--- config.mk ---
export PLATFORM = sky130hd
export DESIGN_NAME = two_level_page_walker_core
export DESIGN_NICKNAME = d
export VERILOG_FILES = /design/src/hw/rtl/ptw_pkg.sv /design/src/hw/rtl/ptw_csr.sv /design/src/hw/rtl/ptw_walk.sv /design/src/hw/rtl/ptw_out_reg.sv /design/src/hw/rtl/two_level_page_walker_core.sv
export SDC_FILE = /design/constraint.sdc
export NUM_CORES = 1
export LEC_CHECK = 0
export ABC_AREA = 1
export BUFFER_PORTS_ARGS = -buffer_cell sky130_fd_sc_hd__buf_2
export CAP_MARGIN = 20
export CORE_MARGIN = 10
export CORE_UTILIZATION = 55
export DETAILED_ROUTE_END_ITERATION = 12
export PLACE_DENSITY = 0.78
export SLEW_MARGIN = 20
export SYNTH_ARGS = -nofsm -noshare
export SYNTH_HDL_FRONTEND = slang
export SYNTH_SLANG_ARGS = --single-unit
--- constraint.sdc ---
create_clock -name clock -period 12 [get_ports clock]
set_input_delay 3.6 -clock clock [delete_from_list [all_inputs] [get_ports clock]]
set_output_delay 3.6 -clock clock [all_outputs]
set_load 0.02 [all_outputs]
--- src/hw/rtl/ptw_pkg.sv ---
// shared types and constants for the two-level page walker
`default_nettype none

package ptw_pkg;

   localparam int unsigned ADDR_W      = 32;
   localparam int unsigned PAGE_BITS   = 12;
   localparam int unsigned INDEX_BITS  = 10;
   localparam int unsigned DIR_SHIFT   = 22;
   localparam int unsigned TBL_SHIFT   = 12;
   localparam int unsigned PRESENT_BIT = 0;

   localparam int unsigned REQ_DATA_W = 64;
   localparam int unsigned RSP_DATA_W = 72;
   localparam int unsigned CSR_IDX_W  = 3;
   localparam int unsigned CSR_DATA_W = 32;

   // beat kinds on the request side
   localparam logic REQ_TRANSLATE = 1'b0;
   localparam logic REQ_READ_RSP  = 1'b1;

   // beat kinds on the response side
   localparam logic OUT_MEM_READ = 1'b0;
   localparam logic OUT_RESULT   = 1'b1;

   // register indexes
   localparam logic [CSR_IDX_W-1:0] CSR_DIR_BASE      = 3'd0;
   localparam logic [CSR_IDX_W-1:0] CSR_PAGING_ON     = 3'd1;
   localparam logic [CSR_IDX_W-1:0] CSR_DIRECT_MAP_ON = 3'd2;
   localparam logic [CSR_IDX_W-1:0] CSR_KERNEL_LIMIT  = 3'd3;
   localparam logic [CSR_IDX_W-1:0] CSR_POISON_CHK_ON = 3'd4;
   localparam logic [CSR_IDX_W-1:0] CSR_POISON_WORD   = 3'd5;

   localparam logic [ADDR_W-1:0] RST_DIR_BASE     = 32'h0000_0000;
   localparam logic [ADDR_W-1:0] RST_KERNEL_LIMIT = 32'h0100_0000;
   localparam logic [ADDR_W-1:0] RST_POISON_WORD  = 32'h0000_0000;

   typedef enum logic [1:0] {
      PH_IDLE = 2'd0,
      PH_DIR  = 2'd1,
      PH_TBL  = 2'd2
   } phase_type;

   typedef struct packed {
      logic [ADDR_W-1:0] dir_base;
      logic              paging_on;
      logic              direct_map_on;
      logic [ADDR_W-1:0] kernel_limit;
      logic              poison_check_on;
      logic [ADDR_W-1:0] poison_word;
   } cfg_type;

   typedef struct packed {
      logic              req_type;
      logic [ADDR_W-1:0] virt_addr;
      logic [ADDR_W-1:0] read_word;
   } item_type;

   typedef struct packed {
      logic              out_kind;
      logic [ADDR_W-1:0] mem_addr;
      logic [ADDR_W-1:0] xlat_addr;
      logic              ok;
   } result_type;

endpackage

`default_nettype wire

--- src/hw/rtl/ptw_csr.sv ---
// configuration register file of the page walker
`default_nettype none

module ptw_csr (
   input  wire                                clock,
   input  wire                                reset,
   input  wire                                csr_wr_en,
   input  wire  [ptw_pkg::CSR_IDX_W-1:0]      csr_index,
   input  wire  [ptw_pkg::CSR_DATA_W-1:0]     csr_wdata,
   output ptw_pkg::cfg_type                   cfg
);

   ptw_pkg::cfg_type cfg_ff;
   ptw_pkg::cfg_type cfg_in;

   always_comb begin
      cfg_in = cfg_ff;
      if (csr_wr_en) begin
         case (csr_index)
            ptw_pkg::CSR_DIR_BASE:      cfg_in.dir_base        = csr_wdata;
            ptw_pkg::CSR_PAGING_ON:     cfg_in.paging_on       = csr_wdata[0];
            ptw_pkg::CSR_DIRECT_MAP_ON: cfg_in.direct_map_on   = csr_wdata[0];
            ptw_pkg::CSR_KERNEL_LIMIT:  cfg_in.kernel_limit    = csr_wdata;
            ptw_pkg::CSR_POISON_CHK_ON: cfg_in.poison_check_on = csr_wdata[0];
            ptw_pkg::CSR_POISON_WORD:   cfg_in.poison_word     = csr_wdata;
            default:                    cfg_in = cfg_ff;
         endcase
      end
   end

   always_ff @(posedge clock) begin
      if (reset) begin
         cfg_ff.dir_base        <= ptw_pkg::RST_DIR_BASE;
         cfg_ff.paging_on       <= 1'b0;
         cfg_ff.direct_map_on   <= 1'b1;
         cfg_ff.kernel_limit    <= ptw_pkg::RST_KERNEL_LIMIT;
         cfg_ff.poison_check_on <= 1'b0;
         cfg_ff.poison_word     <= ptw_pkg::RST_POISON_WORD;
      end else begin
         cfg_ff <= cfg_in;
      end
   end

   assign cfg = cfg_ff;

endmodule

`default_nettype wire

--- src/hw/rtl/ptw_walk.sv ---
// walk state machine and address arithmetic for one item
`default_nettype none

module ptw_walk (
   input  wire                      clock,
   input  wire                      reset,
   input  wire ptw_pkg::cfg_type    cfg,
   input  wire                      fire,
   input  wire ptw_pkg::item_type   item,
   output logic                     res_valid,
   output ptw_pkg::result_type      res,
   output ptw_pkg::phase_type       phase
);

   ptw_pkg::phase_type              phase_ff;
   ptw_pkg::phase_type              phase_in;
   logic [ptw_pkg::ADDR_W-1:0]      held_addr_ff;
   logic [ptw_pkg::ADDR_W-1:0]      held_addr_in;

   logic                            busy;
   logic                            entry_bad;
   logic [ptw_pkg::ADDR_W-1:0]      dir_addr;
   logic [ptw_pkg::ADDR_W-1:0]      tbl_addr;
   logic [ptw_pkg::ADDR_W-1:0]      frame_addr;

   assign busy = (phase_ff == ptw_pkg::PH_DIR) || (phase_ff == ptw_pkg::PH_TBL);

   assign entry_bad = !item.read_word[ptw_pkg::PRESENT_BIT] ||
                      (cfg.poison_check_on && (item.read_word == cfg.poison_word));

   // directory entry: base plus four times the top ten bits, wraps
   assign dir_addr = cfg.dir_base +
                     {20'd0, item.virt_addr[ptw_pkg::ADDR_W-1:ptw_pkg::DIR_SHIFT], 2'b00};

   // frame bits and the index never overlap, so the sum is a concatenation
   assign tbl_addr = {item.read_word[ptw_pkg::ADDR_W-1:ptw_pkg::PAGE_BITS],
                      held_addr_ff[ptw_pkg::DIR_SHIFT-1:ptw_pkg::TBL_SHIFT], 2'b00};

   assign frame_addr = {item.read_word[ptw_pkg::ADDR_W-1:ptw_pkg::PAGE_BITS],
                        held_addr_ff[ptw_pkg::PAGE_BITS-1:0]};

   always_comb begin
      phase_in      = phase_ff;
      held_addr_in  = held_addr_ff;
      res_valid     = 1'b0;
      res.out_kind  = ptw_pkg::OUT_RESULT;
      res.mem_addr  = '0;
      res.xlat_addr = '0;
      res.ok        = 1'b0;
      if (fire) begin
         if (item.req_type == ptw_pkg::REQ_TRANSLATE) begin
            if (!busy) begin
               res_valid = 1'b1;
               if (cfg.direct_map_on && (item.virt_addr < cfg.kernel_limit)) begin
                  res.xlat_addr = item.virt_addr;
                  res.ok        = 1'b1;
               end else if (cfg.paging_on) begin
                  res.out_kind = ptw_pkg::OUT_MEM_READ;
                  res.mem_addr = dir_addr;
                  held_addr_in = item.virt_addr;
                  phase_in     = ptw_pkg::PH_DIR;
               end
            end
         end else if (busy) begin
            res_valid = 1'b1;
            if (entry_bad) begin
               phase_in = ptw_pkg::PH_IDLE;
            end else begin
               case (phase_ff)
                  ptw_pkg::PH_DIR: begin
                     res.out_kind = ptw_pkg::OUT_MEM_READ;
                     res.mem_addr = tbl_addr;
                     phase_in     = ptw_pkg::PH_TBL;
                  end
                  default: begin
                     res.xlat_addr = frame_addr;
                     res.ok        = 1'b1;
                     phase_in      = ptw_pkg::PH_IDLE;
                  end
               endcase
            end
         end
      end
   end

   always_ff @(posedge clock) begin
      if (reset) begin
         phase_ff <= ptw_pkg::PH_IDLE;
      end else begin
         phase_ff <= phase_in;
      end
   end

   always_ff @(posedge clock) begin
      if (reset) begin
         held_addr_ff <= '0;
      end else begin
         held_addr_ff <= held_addr_in;
      end
   end

   assign phase = phase_ff;

endmodule

`default_nettype wire

--- src/hw/rtl/ptw_out_reg.sv ---
// result register in front of the response channel
`default_nettype none

module ptw_out_reg (
   input  wire                      clock,
   input  wire                      reset,
   input  wire                      load,
   input  wire ptw_pkg::result_type res,
   input  wire                      rsp_tready,
   output logic                     rsp_tvalid,
   output ptw_pkg::result_type      held,
   output logic                     free
);

   logic                  valid_ff;
   logic                  valid_in;
   ptw_pkg::result_type   res_ff;

   assign free     = !valid_ff || rsp_tready;
   assign valid_in = load ? 1'b1 : (valid_ff && !rsp_tready);

   always_ff @(posedge clock) begin
      if (reset) begin
         valid_ff <= 1'b0;
      end else begin
         valid_ff <= valid_in;
      end
   end

   always_ff @(posedge clock) begin
      if (load) begin
         res_ff <= res;
      end
   end

   assign rsp_tvalid = valid_ff;
   assign held       = res_ff;

endmodule

`default_nettype wire

--- src/hw/rtl/two_level_page_walker_core.sv ---
// top level of the two-level page table walker
//
//  channel  direction  tdata (low bit up)                        tuser
//  req      in         virt_addr[31:0], read_word[63:32]          req_type
//  rsp      out        mem_addr[31:0], xlat_addr[63:32],          out_kind
//                      ok[64], zero pad [71:65]
//  csr      in         write enable, 3-bit index, 32-bit data     -
//
// one beat per cycle sustained while the rsp side does not stall; a beat
// is held in the input register and leaves the walk logic into the result
// register, which presents it as the response beat
// the walk phase and the held address are the only state carried between beats
// reset is synchronous; it clears the walk phase, both valid flags and the
// registers to their defaults, with no clearing pass
// a stalled rsp side backs up through the input register into req_tready;
// beats that cause no response (translate while busy, read data while idle)
// still pass through and are dropped
`default_nettype none

module two_level_page_walker_core (
   input  wire                               clock,
   input  wire                               reset,
   // request side
   input  wire                               req_tvalid,
   output logic                              req_tready,
   input  wire  [ptw_pkg::REQ_DATA_W-1:0]    req_tdata,   // virt_addr, read_word
   input  wire                               req_tuser,   // req_type
   // response side
   output logic                              rsp_tvalid,
   input  wire                               rsp_tready,
   output logic [ptw_pkg::RSP_DATA_W-1:0]    rsp_tdata,   // mem_addr, xlat_addr, ok
   output logic                              rsp_tuser,   // out_kind
   // configuration
   input  wire                               csr_wr_en,
   input  wire  [ptw_pkg::CSR_IDX_W-1:0]     csr_index,
   input  wire  [ptw_pkg::CSR_DATA_W-1:0]    csr_wdata
);

   ptw_pkg::cfg_type      cfg;
   ptw_pkg::item_type     item_ff;
   logic                  in_valid_ff;
   logic                  in_valid_in;
   logic                  advance;
   logic                  walk_fire;
   logic                  res_valid;
   ptw_pkg::result_type   res;
   ptw_pkg::result_type   out_res;
   ptw_pkg::phase_type    phase;
   logic                  out_free;
   logic                  req_fire;

   ptw_csr u_csr (
      .clock     (clock),
      .reset     (reset),
      .csr_wr_en (csr_wr_en),
      .csr_index (csr_index),
      .csr_wdata (csr_wdata),
      .cfg       (cfg)
   );

   // input register: moves on whenever the result register can take a beat
   assign advance     = out_free;
   assign walk_fire   = in_valid_ff && advance;
   assign req_tready  = !in_valid_ff || advance;
   assign req_fire    = req_tvalid && req_tready;
   assign in_valid_in = req_fire ? 1'b1 : (in_valid_ff && !advance);

   always_ff @(posedge clock) begin
      if (reset) begin
         in_valid_ff <= 1'b0;
      end else begin
         in_valid_ff <= in_valid_in;
      end
   end

   always_ff @(posedge clock) begin
      if (req_fire) begin
         item_ff.req_type  <= req_tuser;
         item_ff.virt_addr <= req_tdata[ptw_pkg::ADDR_W-1:0];
         item_ff.read_word <= req_tdata[2*ptw_pkg::ADDR_W-1:ptw_pkg::ADDR_W];
      end
   end

   ptw_walk u_walk (
      .clock     (clock),
      .reset     (reset),
      .cfg       (cfg),
      .fire      (walk_fire),
      .item      (item_ff),
      .res_valid (res_valid),
      .res       (res),
      .phase     (phase)
   );

   ptw_out_reg u_out (
      .clock      (clock),
      .reset      (reset),
      .load       (res_valid),
      .res        (res),
      .rsp_tready (rsp_tready),
      .rsp_tvalid (rsp_tvalid),
      .held       (out_res),
      .free       (out_free)
   );

   assign rsp_tuser = out_res.out_kind;
   assign rsp_tdata = {7'd0, out_res.ok, out_res.xlat_addr, out_res.mem_addr};

   // a read request leaves the walker busy, a final result leaves it idle
   a_read_req_busy: assert property (@(posedge clock) disable iff (reset)
      res_valid && (res.out_kind == ptw_pkg::OUT_MEM_READ)
      |=> (phase == ptw_pkg::PH_DIR) || (phase == ptw_pkg::PH_TBL))
      else $error("walker idle after issuing an entry read");

   a_result_idle: assert property (@(posedge clock) disable iff (reset)
      res_valid && (res.out_kind == ptw_pkg::OUT_RESULT) |=> (phase == ptw_pkg::PH_IDLE))
      else $error("walker busy after a translation result");

   // read request beats carry no translation
   a_read_req_clean: assert property (@(posedge clock) disable iff (reset)
      rsp_tvalid && (rsp_tuser == ptw_pkg::OUT_MEM_READ)
      |-> !out_res.ok && (out_res.xlat_addr == '0))
      else $error("read request beat carries a translation");

   // the walk logic only fires when the result register has room
   a_no_overwrite: assert property (@(posedge clock) disable iff (reset)
      res_valid |-> (!rsp_tvalid || rsp_tready))
      else $error("result register overwritten while stalled");

endmodule

`default_nettype wire

Word level (Yosys, flattened, before mapping)
Index checks and enable logic that the tools add are counted.

word-level totals
  register bits after elaboration = 256
  latch bits = 0
  RAM bits = 0
  bits in read-only memories = 0
  input bits = 105
  output and inout bits = 75
  word-level logic and storage cells = 80
  memories = 0

operators by class
  add/subtract/negate cells = 1
  $mul = 0
  div/mod/pow operators = 0
  order comparisons = 1
  equality and inequality tests = 11
  shift operators = 0
  multiplexer cells = 22
  bitwise operators = 3
  reduce and logical (&&, ||, !) cells = 25

operators by type and width
  operator              number
  $mux W66              4
  $mux W33              5
  $add A32 B12 Y32      1
  $eq A32 B32 Y1        1
  $lt A32 B32 Y1        1
  $mux W2               7
  $reduce_and A2 Y1     6
  $reduce_and A5 Y1     2
  $eq A3 B2 Y1 const B  2
  $eq A3 B3 Y1 const B  2
  $logic_and A1 B1 Y1   6
  $mux W1               6
  $logic_not A1 Y1      5
  $logic_or A1 B1 Y1    4
  $ne A2 B2 Y1 const B  2
  $eq A3 B1 Y1 const B  1
  $logic_not A3 Y1      1
  $not A1 Y1            3
  $eq A2 B1 Y1 const B  1
  $eq A2 B2 Y1 const B  1
  $ne A2 B1 Y1 const B  1
  $reduce_bool A2 Y1    1

Longest topological paths before layout
Gate-level depths: netlist of run 1.

  depth in word-level cells = 6
  depth in mapped cells = 17
  mapped depth without buffers = 17

Cells and area by module
A second synthesis of run 1 with hierarchy kept.

second synthesis, totals
  cells, all modules = 1446
  area, all modules = 12343.1 um^2

by module, submodules not included
  module                      times used  cells each  area an instance (um^2)  sequential area each (um^2)
  ptw_walk                    1           711         4217.8                   480.5
  ptw_csr                     1           583         4037.6                   1981.9
  two_level_page_walker_core  1           81          2063.2                   1971.9
  ptw_out_reg                 1           71          2024.4                   2001.9

Least setup slack after synthesis of run 1
Ideal clock, no wire load.

  kind = input-to-output
  from = input rsp_tready
  to = output req_tready
  arrival = 3905 ps
  data required time = 8400 ps
  setup slack = 4495 ps
  stages = 4
  buffers on the path = 0
  cell sequence = inv_1 -> nand2_1 -> inv_1 -> nand2_1

between the ends
  cells in the longest elaborated chain, start to end = 2

RTL lines
  item                RTL line                          RTL
  from (decl)         two_level_page_walker_core.sv:30  input wire rsp_tready,
  $logic_or A1 B1 Y1  ptw_out_reg.sv:19                 assign free = !valid_ff || rsp_tready;
  $logic_or A1 B1 Y1  two_level_page_walker_core.sv:64  assign req_tready = !in_valid_ff || advance;
  to (decl)           two_level_page_walker_core.sv:25  output logic req_tready,

No other way between the ends.

Final worst setup path of run 1
Same ends and word-level chain as after synthesis.

==> implementation parameters, run 1 <==
Parameter                              Value

Run status
  Status ... finished, final reports clean

GRT
  GRT overflow ... 0
  First-pass GRT wire length ... 50.1 mm
  Number of global-route vias before repair ... between 9000 and 10000
  Initial antenna violation count ... 4
  GRT Overall Usage ... 23.4%
  Pin count of the biggest net entering global routing ... 118

CTS
  CTS H-tree lvls ... 1
  Number of buffers added to fix hold violations after cts ... 0
  Clock slew seen by the registers of the worst setup and hold paths ... about 0.060 ns
  Total CTS buffers ... 27
  Num Clock Sinks ... ~260
  Post_cts resized ... 0
  Post-CTS Setup Inserts ... 0
  Clock root buffer ... sky130_fd_sc_hd__clkbuf_16
  Maximum clock path buffer count ... 3
  CTS tree ... yes
  Clock insertion delay at the later pin of the skew report ... ~0.56 ns

Placement
  Port bufs ... approximately 170
  Place WS ... about 4.3 ns
  Half-perimeter wire length after placement ... ~24 mm
  Global placement routability congestion ... 0.958
  Placement Cell Area ... 0.0126 mm²

Drt
  Count of antenna-violating nets left after detailed routing ... 0
  DRC violations left ... 0
  Detailed-routed wire length on met2 ... approximately 16 mm
  Routed length on met3 ... between 2 and 3 mm
  Avg Vias per Cell ... 5.47
  Number of violations reported at the end of detailed-routing iteration 0 ... ~870
  Via total after detailed routing ... 9602
  Total Routed Length ... roughly 33 mm
  Met1 wire length ... around 13 mm
  Detailed-route wire length per cell ... 18.7 µm
  Top Metal Used ... met5
  Detailed Routing Iterations Pass 1 ... 5

Die
  Starting density of the core ... a little under three fifths
  Floorplan die area ... about 0.027 mm²
  Floorplan Core Area ... ~0.021 mm²
  Io pins ... 180
  Die Span Y ... between 150 and 200 µm
  Row count ... 53
  Chip width ... 165 µm

Synth
  Flops & latches, synth ... 256
  Count of flip-flops with a built-in enable after synthesis ... roughly 130
  Compound-cell area share of the yosys netlist ... approximately an eighth
  Post-synthesis cell type count ... 38
  Main combinational cell family by area after synthesis ... simple AND/OR/NAND/NOR gates
  Synth Area in Adders ... under 10%
  Register area share after synthesis ... 55.4%
  Async set-or-reset flop fraction in the synthesized netlist ... 0%
  Post-Synth Simple-Gate Area ... 18.3%
  Synthesized area ... ~0.012 mm²
  Count of synthesis-stage warnings from yosys ... 0
  Post-Syn Area per Cell ... slightly below 9 µm²
  Most used flip-flop cell after synthesis ... sky130_fd_sc_hd__edfxtp_1
  Multiplexer share of the synthesized area ... 0%
  Share of the synthesized netlist area taken by xor and xnor gates ... between 2 and 3%
  Cell count after synthesis ... approximately 1300

STA
  Clock Skews ... around 0.019 ns
  Number of pins exceeding their max-slew limit in the final report ... 0
  Tcrit/Tclk final ... 64.2%
  Setup repair after global routing missed its margin ... no
  Worst-margin pin slew ... approximately 1.1 ns
  Hold violation count in the final report ... 0
  Max-slew headroom ... around 28%
  Count of final setup violators ... 0
  Maximum achievable frequency ... between 100 and 150 MHz
  Worst path setup slack after routing ... approximately 4.3 ns
  Min Clock Period, post-route ... 7.71 ns
  Setup TNS after final layout ... 0 ns

Setup path
  WP data arrival ... between 4 and 5 ns
  Category of the worst setup path launch point ... primary input
  RR Startpoint ... item_ff[63]
  FF-to-FF setup slack ... ~8.4 ns
  Critical Setup Path Class ... in2out
  Element type at the critical path end ... output port
  Top fanout value on the critical path ... 3
  Required time at the endpoint of the critical path ... between 8 and 9 ns
  Worst reg2reg path endpoint ... u_out.held[60]
  Count of cells along the worst register-to-register path ... 13

Finish
  Share of cells above drive strength 1 ... between 10% and 20%
  Layout Cell Area excl Fill ... about 0.014 mm²
  Final nets ... approximately 1600
  Filler cell count in the final layout ... about 1700
  Synth-to-layout area growth ... 16.7%
  Core Util, Final ... between 60% and 70%

Min path
  Type of the tightest min-delay check ... reg2reg
  End point of the most critical hold path ... u_csr.cfg[50]
  Min-Delay Startpoint ... u_csr.cfg[50]
  WHS Path Cells ... 2

Flow run
  Number of maximum-capacitance violations ... 0

Power and ir drop
  Pwr dens ... 145 mW/mm²
  Overall Power ... a little under 2 mW
  Leakage dissipation ... between 5 and 6 nW
  Peak supply drop ... roughly 0.12 mV
through the flow:
stage	instances	hold WS (ns)
finish	1756	0.463
global route	1755	0.480
CTS	1754	0.463
detailed placement	1704	0.455
global placement	1704	0.447
floorplan	1310	0.430
state kept, by name (all words and copies together), names as in the netlist:
name / flops
item_ff: 65
u_csr.cfg: 99
u_walk.held_addr_ff: 22
u_out.rsp_tvalid: 1
in_valid_ff: 1
u_out.held: 66
u_walk.phase: 2
layout by cell type, fill, tap and decap left out, types with 10 or more instances in the layout:
cell,Yosys,final
sky130_fd_sc_hd__a21oi_1,124,124
sky130_fd_sc_hd__buf_2,12,172
sky130_fd_sc_hd__buf_4,9,11
sky130_fd_sc_hd__clkbuf_16,0,30
sky130_fd_sc_hd__dfxtp_1,125,125
sky130_fd_sc_hd__edfxtp_1,131,131
sky130_fd_sc_hd__ha_1,42,42
sky130_fd_sc_hd__inv_1,124,123
sky130_fd_sc_hd__inv_2,9,10
sky130_fd_sc_hd__nand2_1,214,214
sky130_fd_sc_hd__nand3_1,46,46
sky130_fd_sc_hd__nand4_1,40,40
sky130_fd_sc_hd__nor2_1,160,158
sky130_fd_sc_hd__nor3_1,18,18
sky130_fd_sc_hd__o21ai_0,107,107
sky130_fd_sc_hd__o21ai_1,24,24
sky130_fd_sc_hd__xnor2_1,11,11
sky130_fd_sc_hd__xor2_1,26,26
report_power, final:
part           switching, mW  internal, mW  leakage [nW]
logic                  0.101        0.0497          2.86
clock network          0.344         0.490         0.443
registers             0.0252         0.952          2.24
worst max path at each step:
stage / start / to / slack, ns / cells past startpoint
global placement: rsp_tready / req_tready / 4.31 / 6
floorplan: rsp_tready / req_tready / 4.50 / 4
global route: rsp_tready / req_tready / 4.23 / 6
CTS: rsp_tready / req_tready / 4.28 / 6
detailed placement: rsp_tready / req_tready / 4.28 / 6
finish: rsp_tready / req_tready / 4.29 / 6
per-layer routing:
metal	GRT usage, %	up-vias
li1	-	4672
met4	7.90	4
met3	4.69	66
met2	37.6	382
met1	31.1	4478
met5	0	-
worst max-delay path, stage by stage:
cell and delay, ns:
sky130_fd_sc_hd__buf_2 0.10, sky130_fd_sc_hd__inv_1 0.04, sky130_fd_sc_hd__nand2_1 0.05, sky130_fd_sc_hd__inv_1 0.07
sky130_fd_sc_hd__nand2_1 0.08, sky130_fd_sc_hd__buf_2 0.17
area by class of cell:
type	count	area, µm²	area share [%]
Sequential cell	256	6440	47.5
Multi-Input combinational cell	853	4410	32.5
Inverter	137	515	3.80
Tap cell	275	344	2.54
Clock buffer	39	806	5.95
Timing Repair Buffer	183	943	6.96
Clock inverter	11	93.8	0.692
Antenna cell	2	5.00	0.0369
cells in the mapped netlist, types with 5 or more instances:
cell type / count / area, µm²
sky130_fd_sc_hd__nor4_1: 5 / 31.3
sky130_fd_sc_hd__buf_4: 9 / 67.6
sky130_fd_sc_hd__dfxtp_1: 125 / 2500
sky130_fd_sc_hd__xor2_1: 26 / 228
sky130_fd_sc_hd__nand3_1: 46 / 230
sky130_fd_sc_hd__ha_1: 42 / 526
sky130_fd_sc_hd__inv_1: 124 / 465
sky130_fd_sc_hd__nor2_1: 160 / 601
sky130_fd_sc_hd__xnor2_1: 11 / 96.3
sky130_fd_sc_hd__clkbuf_1: 43 / 161
sky130_fd_sc_hd__nand2_1: 214 / 803
sky130_fd_sc_hd__o21ai_0: 107 / 536
sky130_fd_sc_hd__buf_2: 12 / 60.1
sky130_fd_sc_hd__nand4_1: 40 / 250
sky130_fd_sc_hd__o21ai_1: 24 / 120
sky130_fd_sc_hd__edfxtp_1: 131 / 3930
sky130_fd_sc_hd__inv_2: 9 / 33.8
sky130_fd_sc_hd__nor3_1: 18 / 90.1
sky130_fd_sc_hd__a21oi_1: 124 / 621
cell families after synthesis:
group	count (synthesis)
xor gates and xnor gates	37
and+or+nand+nor	497
buffers and inverters	201
other	1
adders and majority gates	43
DFF	256
AOI/OAI and AO/OA	269
No activity file was read; power rests on OpenSTA's default activity.
==> run 2: changes to the inputs <==
==> constraint.sdc (replaced) <==
create_clock -name clock -period 7.1 [get_ports clock]
set_input_delay 2.13 -clock clock [delete_from_list [all_inputs] [get_ports clock]]
set_output_delay 2.13 -clock clock [all_outputs]
set_load 0.02 [all_outputs]
==> run 2 against run 1 <==
  * Sequential power rose by 69%
  * Setup slack got worse by 2.0 ns
  * Combinational power up 71%
  * Global-route usage grew 0.61 points
  * Clock power grew 63%
  * Sequential cell count unchanged
  * Register-to-register slack got worse by 4.8 ns
  * Critical path type unchanged
  * Largest power group unchanged
  * Highest routed layer unchanged
==> implementation parameters, run 2 (synthesis gave the netlist of run 1 again) <==
Parameter                              Value

Finish
  Synth-to-layout area growth ... 16.3%
  Leading cell type in the layout, fill and taps excluded ... sky130_fd_sc_hd__nand2_1
  Layout Cell Area excl Fill ... about 0.014 mm²
  Non-filler cells in the finished layout ... 1754
  Final nets ... 1605
  Most used cells in the layout excluding fill and tap cells ... sky130_fd_sc_hd__nand2_1, sky130_fd_sc_hd__buf_2, sky130_fd_sc_hd__nor2_1
  Number of flip-flops in the largest register ... about 100
  Core Util, Final ... between 60 and 70%
  Share of cells above drive strength 1 ... about 17%

STA
  Clock Skews ... 0.0162 ns
  Min Clock Period, post-route ... around 4.8 ns
  Tcrit/Tclk final ... about two thirds
  Setup TNS after final layout ... 0 ns
  Worst-margin pin slew ... around 0.91 ns
  Count of final setup violators ... 0
  Maximum achievable frequency ... between 200 and 250 MHz
  Number of pins exceeding their max-slew limit in the final report ... 0
  Worst path setup slack after routing ... around 2.3 ns
  Hold violation count in the final report ... 0
  Hold Slack ... between 0.4 and 0.5 ns
  Setup repair after global routing missed its margin ... no
  Max-slew headroom ... between 30% and 40%

GRT
  Initial antenna violation count ... 3
  GRT overflow ... 0
  GRT Overall Usage ... ~24%
  Number of global-route vias before repair ... between 9000 and 10000
  Pin count of the biggest net entering global routing ... 105
  First-pass GRT wire length ... about 50 mm

Setup path
  Cells along the critical path ... buf_2 -> inv_1 -> nand2_1 -> inv_1 -> nand2_1 -> buf_2
  Slowest cell on the critical path ... sky130_fd_sc_hd__buf_2
  Category of the worst setup path launch point ... primary input
  Largest stage delay, worst path ... around 0.17 ns
  Family with the most delay on the worst path ... buffers and inverters
  Required time at the endpoint of the critical path ... 4.97 ns
  Critical Setup Path Class ... in2out
  Top fanout value on the critical path ... 3
  Element type at the critical path end ... output port
  Buffers & Inverters on Critical Path ... 4
  WP data arrival ... between 2 and 3 ns

CTS
  Num Clock Sinks ... between 200 and 300
  Clock slew seen by the registers of the worst setup and hold paths ... about 0.060 ns
  Clock root buffer ... sky130_fd_sc_hd__clkbuf_16
  Post_cts resized ... 0
  CTS H-tree lvls ... 1
  Maximum clock path buffer count ... 3
  Total CTS buffers ... 26
  CTS tree ... yes
  Post-CTS Setup Inserts ... 0
  Number of buffers added to fix hold violations after cts ... 0
  Clock insertion delay at the later pin of the skew report ... around 0.55 ns

Drt
  Count of antenna-violating nets left after detailed routing ... 0
  Detailed Routing Iterations Pass 1 ... 6
  Detailed-route wire length per cell ... around 19 µm
  Avg Vias per Cell ... around 5.5
  Total Routed Length ... approximately 33 mm
  DRC violations left ... 0
  Number of violations reported at the end of detailed-routing iteration 0 ... approximately 800
  Via total after detailed routing ... 9614

Placement
  Place WS ... 2.14 ns
  Global placement routability congestion ... 0.950
  Number of cells in the design after placement ... between 1500 and 2000
  Half-perimeter wire length after placement ... about 24 mm
  Placement Cell Area ... 0.0126 mm²
  Port bufs ... approximately 170

Die
  Floorplan Core Area ... around 0.021 mm²
  Starting density of the core ... roughly 56%
  Floorplan die area ... between 0.02 and 0.03 mm²
  Io pins ... between 150 and 200
  Die Span Y ... ~170 µm
  Row count ... 53
  Chip width ... 165 µm

Run status
  Status ... finished, final reports clean

Power and ir drop
  Overall Power ... around 3.3 mW
  Leakage dissipation ... 5.51 nW
  Peak supply drop ... about 0.25 mV
  Pwr dens ... around 240 mW/mm²

Flow run
  Number of maximum-capacitance violations ... 0

Min path
  Type of the tightest min-delay check ... reg2reg
## run 2: path summary, 6_finish.rpt
path	startpoint	endpoint	slack, ns	depth (start not counted)
max	rsp_tready	req_tready	2.32	6
min	u_walk.phase[1]	u_walk.phase[1]	0.46	2
max reg2reg	item_ff[63]	u_out.held[50]	3.57	13
min reg2reg	u_walk.phase[1]	u_walk.phase[1]	0.46	2
## run 2: per-layer routing
layer | part of all wire, % | track usage [%] | vias to the layer above
met5 | 0.033 | 0 | -
met4 | 3.4 | 8.94 | 2
met3 | 9.7 | 5.97 | 74
met2 | 46 | 38.4 | 428
met1 | 40 | 31.0 | 4429
li1 | - | - | 4681
## run 2: tightest hold or removal path, delay by kind of cell, from the launching register on
| kind | cells | cell delay [ns] |
|---|---|---|
| AO/OA/AOI/OAI | 1 | 0.05 |
| AND/OR/NAND/NOR | 1 | 0.06 |
| flip-flops | 1 | 0.31 |
## run 2: layout make-up
| cell class | count | area (µm²) |
|---|---|---|
| Fill cell | 1732 | 7380 |
| Sequential cell | 256 | 6440 |
| Multi-Input combinational cell | 853 | 4410 |
| Timing Repair Buffer | 183 | 943 |
| Clock buffer | 33 | 717 |
| Inverter | 137 | 515 |
| Tap cell | 275 | 344 |
| Clock inverter | 15 | 136 |
| Antenna cell | 2 | 5.00 |
## run 2: power by group
group / switching (mW) / internal (mW) / leakage [nW] / total (mW)
registers: 0.0443 / 1.61 / 2.24 / 1.65
clock network: 0.576 / 0.787 / 0.419 / 1.36
logic: 0.172 / 0.0834 / 2.86 / 0.256
==> run 3: changes to the inputs <==
--- a/config.mk
+++ b/config.mk
@@ -5,7 +5,7 @@
 export SDC_FILE = /design/constraint.sdc
 export NUM_CORES = 1
 export LEC_CHECK = 0
-export ABC_AREA = 1
+export ABC_AREA = 0
 export BUFFER_PORTS_ARGS = -buffer_cell sky130_fd_sc_hd__buf_2
 export CAP_MARGIN = 20
 export CORE_MARGIN = 10
==> constraint.sdc (replaced) <==
create_clock -name clock -period 4.5 [get_ports clock]
set_input_delay 1.35 -clock clock [delete_from_list [all_inputs] [get_ports clock]]
set_output_delay 1.35 -clock clock [all_outputs]
set_load 0.02 [all_outputs]
==> run 3 against run 2 <==
  * Hold slack got worse by 0.0035 ns
  * First-iteration DRC count fell by 7.7%
  * Synthesized cell count fell by 18%
  * Sequential cell count did not move
  * Count of clock-buffer cells in the layout rose by 3
  * Largest power group unchanged
  * Cell count fell by 14%
==> implementation parameters, run 3 <==
Parameter                              Value

Run status
  Status ... finished, final reports clean

Finish
  Non-filler cells in the finished layout ... around 1500
  Filler cell count in the final layout ... roughly 1500
  Layout Cell Area excl Fill ... ~0.013 mm²
  Share of cells above drive strength 1 ... between 10% and 20%
  Synth-to-layout area growth ... 17.2%
  Final nets ... 1369
  Number of flip-flops in the largest register ... slightly below 100
  Most used cells in the layout excluding fill and tap cells ... sky130_fd_sc_hd__nand2_1, sky130_fd_sc_hd__buf_2, sky130_fd_sc_hd__edfxtp_1
  Leading cell type in the layout, fill and taps excluded ... sky130_fd_sc_hd__nand2_1
  Core Util, Final ... 65.0%

Drt
  Avg Vias per Cell ... around 5.7
  Via total after detailed routing ... between 8000 and 9000
  Count of antenna-violating nets left after detailed routing ... 0
  DRC violations left ... 0
  Detailed Routing Iterations Pass 1 ... 6
  Total Routed Length ... around 30 mm
  Number of violations reported at the end of detailed-routing iteration 0 ... roughly 740
  Detailed-route wire length per cell ... between 20 and 25 µm

GRT
  Initial antenna violation count ... 2
  Busiest metal layer after global routing ... met2
  Met3 usage ... under 10%
  GRT Overall Usage ... between 20% and 30%
  GRT overflow ... 0
  Pin count of the biggest net entering global routing ... just under 90
  Global-route track usage on met1 ... ~29%
  Number of global-route vias before repair ... approximately 8400
  First-pass GRT wire length ... 46.8 mm
  Met2 GRT Util ... a little under two fifths

Synth
  Post-Syn Area per Cell ... between 10 and 15 µm²
  Cell count after synthesis ... between 1000 and 1500
  Most common library cells after synthesis ... sky130_fd_sc_hd__nand2_1, sky130_fd_sc_hd__edfxtp_1, sky130_fd_sc_hd__dfxtp_1
  Synthesized area ... between 0.01 and 0.015 mm²
  Biggest area consumer among synthesized cells ... sky130_fd_sc_hd__edfxtp_1
  Cell types occupying the most area after synthesis ... sky130_fd_sc_hd__edfxtp_1, sky130_fd_sc_hd__dfxtp_1, sky130_fd_sc_hd__nand2_1
  Register area share after synthesis ... 57.7%
  Most used flip-flop cell after synthesis ... sky130_fd_sc_hd__edfxtp_1
  Count of flip-flops with a built-in enable after synthesis ... ~130
  Post-synthesis cell type count ... a little under 60
  Flops & latches, synth ... between 200 and 300
  Most common cell in the synthesized netlist ... sky130_fd_sc_hd__nand2_1
  Async set-or-reset flop fraction in the synthesized netlist ... 0%
  Count of synthesis-stage warnings from yosys ... 0
  Synth top area share ... 35.3%

Setup path
  Category of the worst setup path launch point ... flip-flop
  Top fanout value on the critical path ... 23
  Worst reg2reg path endpoint ... u_out.held[64]
  RR Startpoint ... item_ff[55]
  Element type at the critical path end ... flip-flop
  FF-to-FF setup slack ... about 1.3 ns
  WP data arrival ... ~3.6 ns
  Critical Setup Path Class ... reg2reg
  Required time at the endpoint of the critical path ... roughly 4.9 ns
  Count of cells along the worst register-to-register path ... 8

Min path
  Type of the tightest min-delay check ... reg2reg
  End point of the most critical hold path ... u_csr.cfg[46]
  Min-Delay Startpoint ... u_csr.cfg[46]
  WHS Path Cells ... 2

CTS
  Total CTS buffers ... 26
  Number of buffers added to fix hold violations after cts ... 0
  CTS tree ... yes
  Maximum clock path buffer count ... 3
  Clock insertion delay at the later pin of the skew report ... 0.54 ns
  Post-CTS Setup Inserts ... 0
  Num Clock Sinks ... 256
  Post_cts resized ... 0
  Clock root buffer ... sky130_fd_sc_hd__clkbuf_16
  CTS H-tree lvls ... 1
  Clock slew seen by the registers of the worst setup and hold paths ... approximately 0.060 ns

STA
  Number of pins exceeding their max-slew limit in the final report ... 0
  Hold Slack ... around 0.46 ns
  Tcrit/Tclk final ... between 70% and 80%
  Maximum achievable frequency ... 311 MHz
  Min Clock Period, post-route ... 3.22 ns
  Worst path setup slack after routing ... approximately 1.3 ns
  Setup repair after global routing missed its margin ... no
  Worst-margin pin slew ... a little under 1 ns
  Setup TNS after final layout ... 0 ns
  Max-slew headroom ... between 30% and 40%
  Count of final setup violators ... 0
  Hold violation count in the final report ... 0
  Clock Skews ... ~0.018 ns

Die
  Die Span Y ... 162 µm
  Starting density of the core ... between 50% and 60%
  Chip width ... around 160 µm
  Floorplan die area ... about 0.026 mm²
  Row count ... 52
  Floorplan Core Area ... just over 0.02 mm²
  Io pins ... 180

Placement
  Placement Cell Area ... 0.0122 mm²
  Number of cells in the design after placement ... about 1500
  Port bufs ... between 150 and 200
  Global placement routability congestion ... roughly 0.95
  Place WS ... around 1.2 ns
  Half-perimeter wire length after placement ... 22.5 mm

Power and ir drop
  Leakage dissipation ... ~4.7 nW
  Overall Power ... ~5.1 mW
  Peak supply drop ... ~0.33 mV
  Pwr dens ... slightly below 400 mW/mm²

Flow run
  Number of maximum-capacitance violations ... 0
[run 3: changes by cell type after synthesis, sizes merged, moves of 29 or more]
cell / change
nor2: -115
o21ai: -96
inv: -94
a22o: +39
nand3: -36
xnor2: +33
nand4: -29
[run 3: worst max-delay path, stage by stage (launching register included)]
cell and delay (ns):
sky130_fd_sc_hd__edfxtp_1 0.47, sky130_fd_sc_hd__ha_1 0.34, sky130_fd_sc_hd__nand2_1 0.07, sky130_fd_sc_hd__nor4_1 0.51, sky130_fd_sc_hd__a22oi_1 0.14, sky130_fd_sc_hd__a31oi_1 0.37
sky130_fd_sc_hd__o2111a_2 0.54, sky130_fd_sc_hd__inv_2 0.30, sky130_fd_sc_hd__o21ai_0 0.29
[run 3: kinds of logic (layout without fill, tap and decap cells)]
kind of cell               Yosys count  after routing  share of synthesized area [%]
and+or+nand+nor                    358            358                           13.8
xor gates and xnor gates            57             57                           4.48
other                                1             10                         0.0336
adders and majority gates           43             43                           4.89
muxes                               24             24                           2.16
AOI/OAI and AO/OA                  223            223                           12.4
buffers and inverters              102            273                           4.40
DFF                                256            256                           57.7
[run 3: worst max path at each step]
stage	from	endpoint
floorplan	rsp_tready	u_out.held[0]
global placement	rsp_tready	u_out.held[4]
detailed placement	rsp_tready	u_out.held[2]
CTS	item_ff[55]	u_out.held[64]
global route	item_ff[54]	u_out.held[59]
finish	item_ff[55]	u_out.held[64]
[run 3: final cells by class]
| class | count | area [µm²] | area share (%) |
|---|---|---|---|
| flip-flops and latches | 256 | 6440 | 49.3 |
| multi-input cells | 712 | 4270 | 32.7 |
| repair buffers | 186 | 981 | 7.51 |
| clock buffers | 36 | 761 | 5.82 |
| well taps | 270 | 338 | 2.59 |
| inverters | 39 | 146 | 1.12 |
| clock inverters | 12 | 125 | 0.958 |
| diodes | 3 | 7.51 | 0.0575 |
[run 3: report_power, final]
part | internal (mW) | leakage [nW] | total [mW] | switching [mW]
Clock | 1.30 | 0.435 | 2.19 | 0.889
Combinational | 0.123 | 2.05 | 0.330 | 0.207
Sequential | 2.52 | 2.27 | 2.59 | 0.0648
Total | 3.95 | 4.75 | 5.11 | 1.16
[run 3: metal layers]
metal  wire [µm]  share of wire [%]  up-vias
li1            -                  -     4024
met1       12100                 40     4036
met2       14400                 47      431
met3        3070                 10       80
met4        1040                3.4        0
met5           0                  0        -
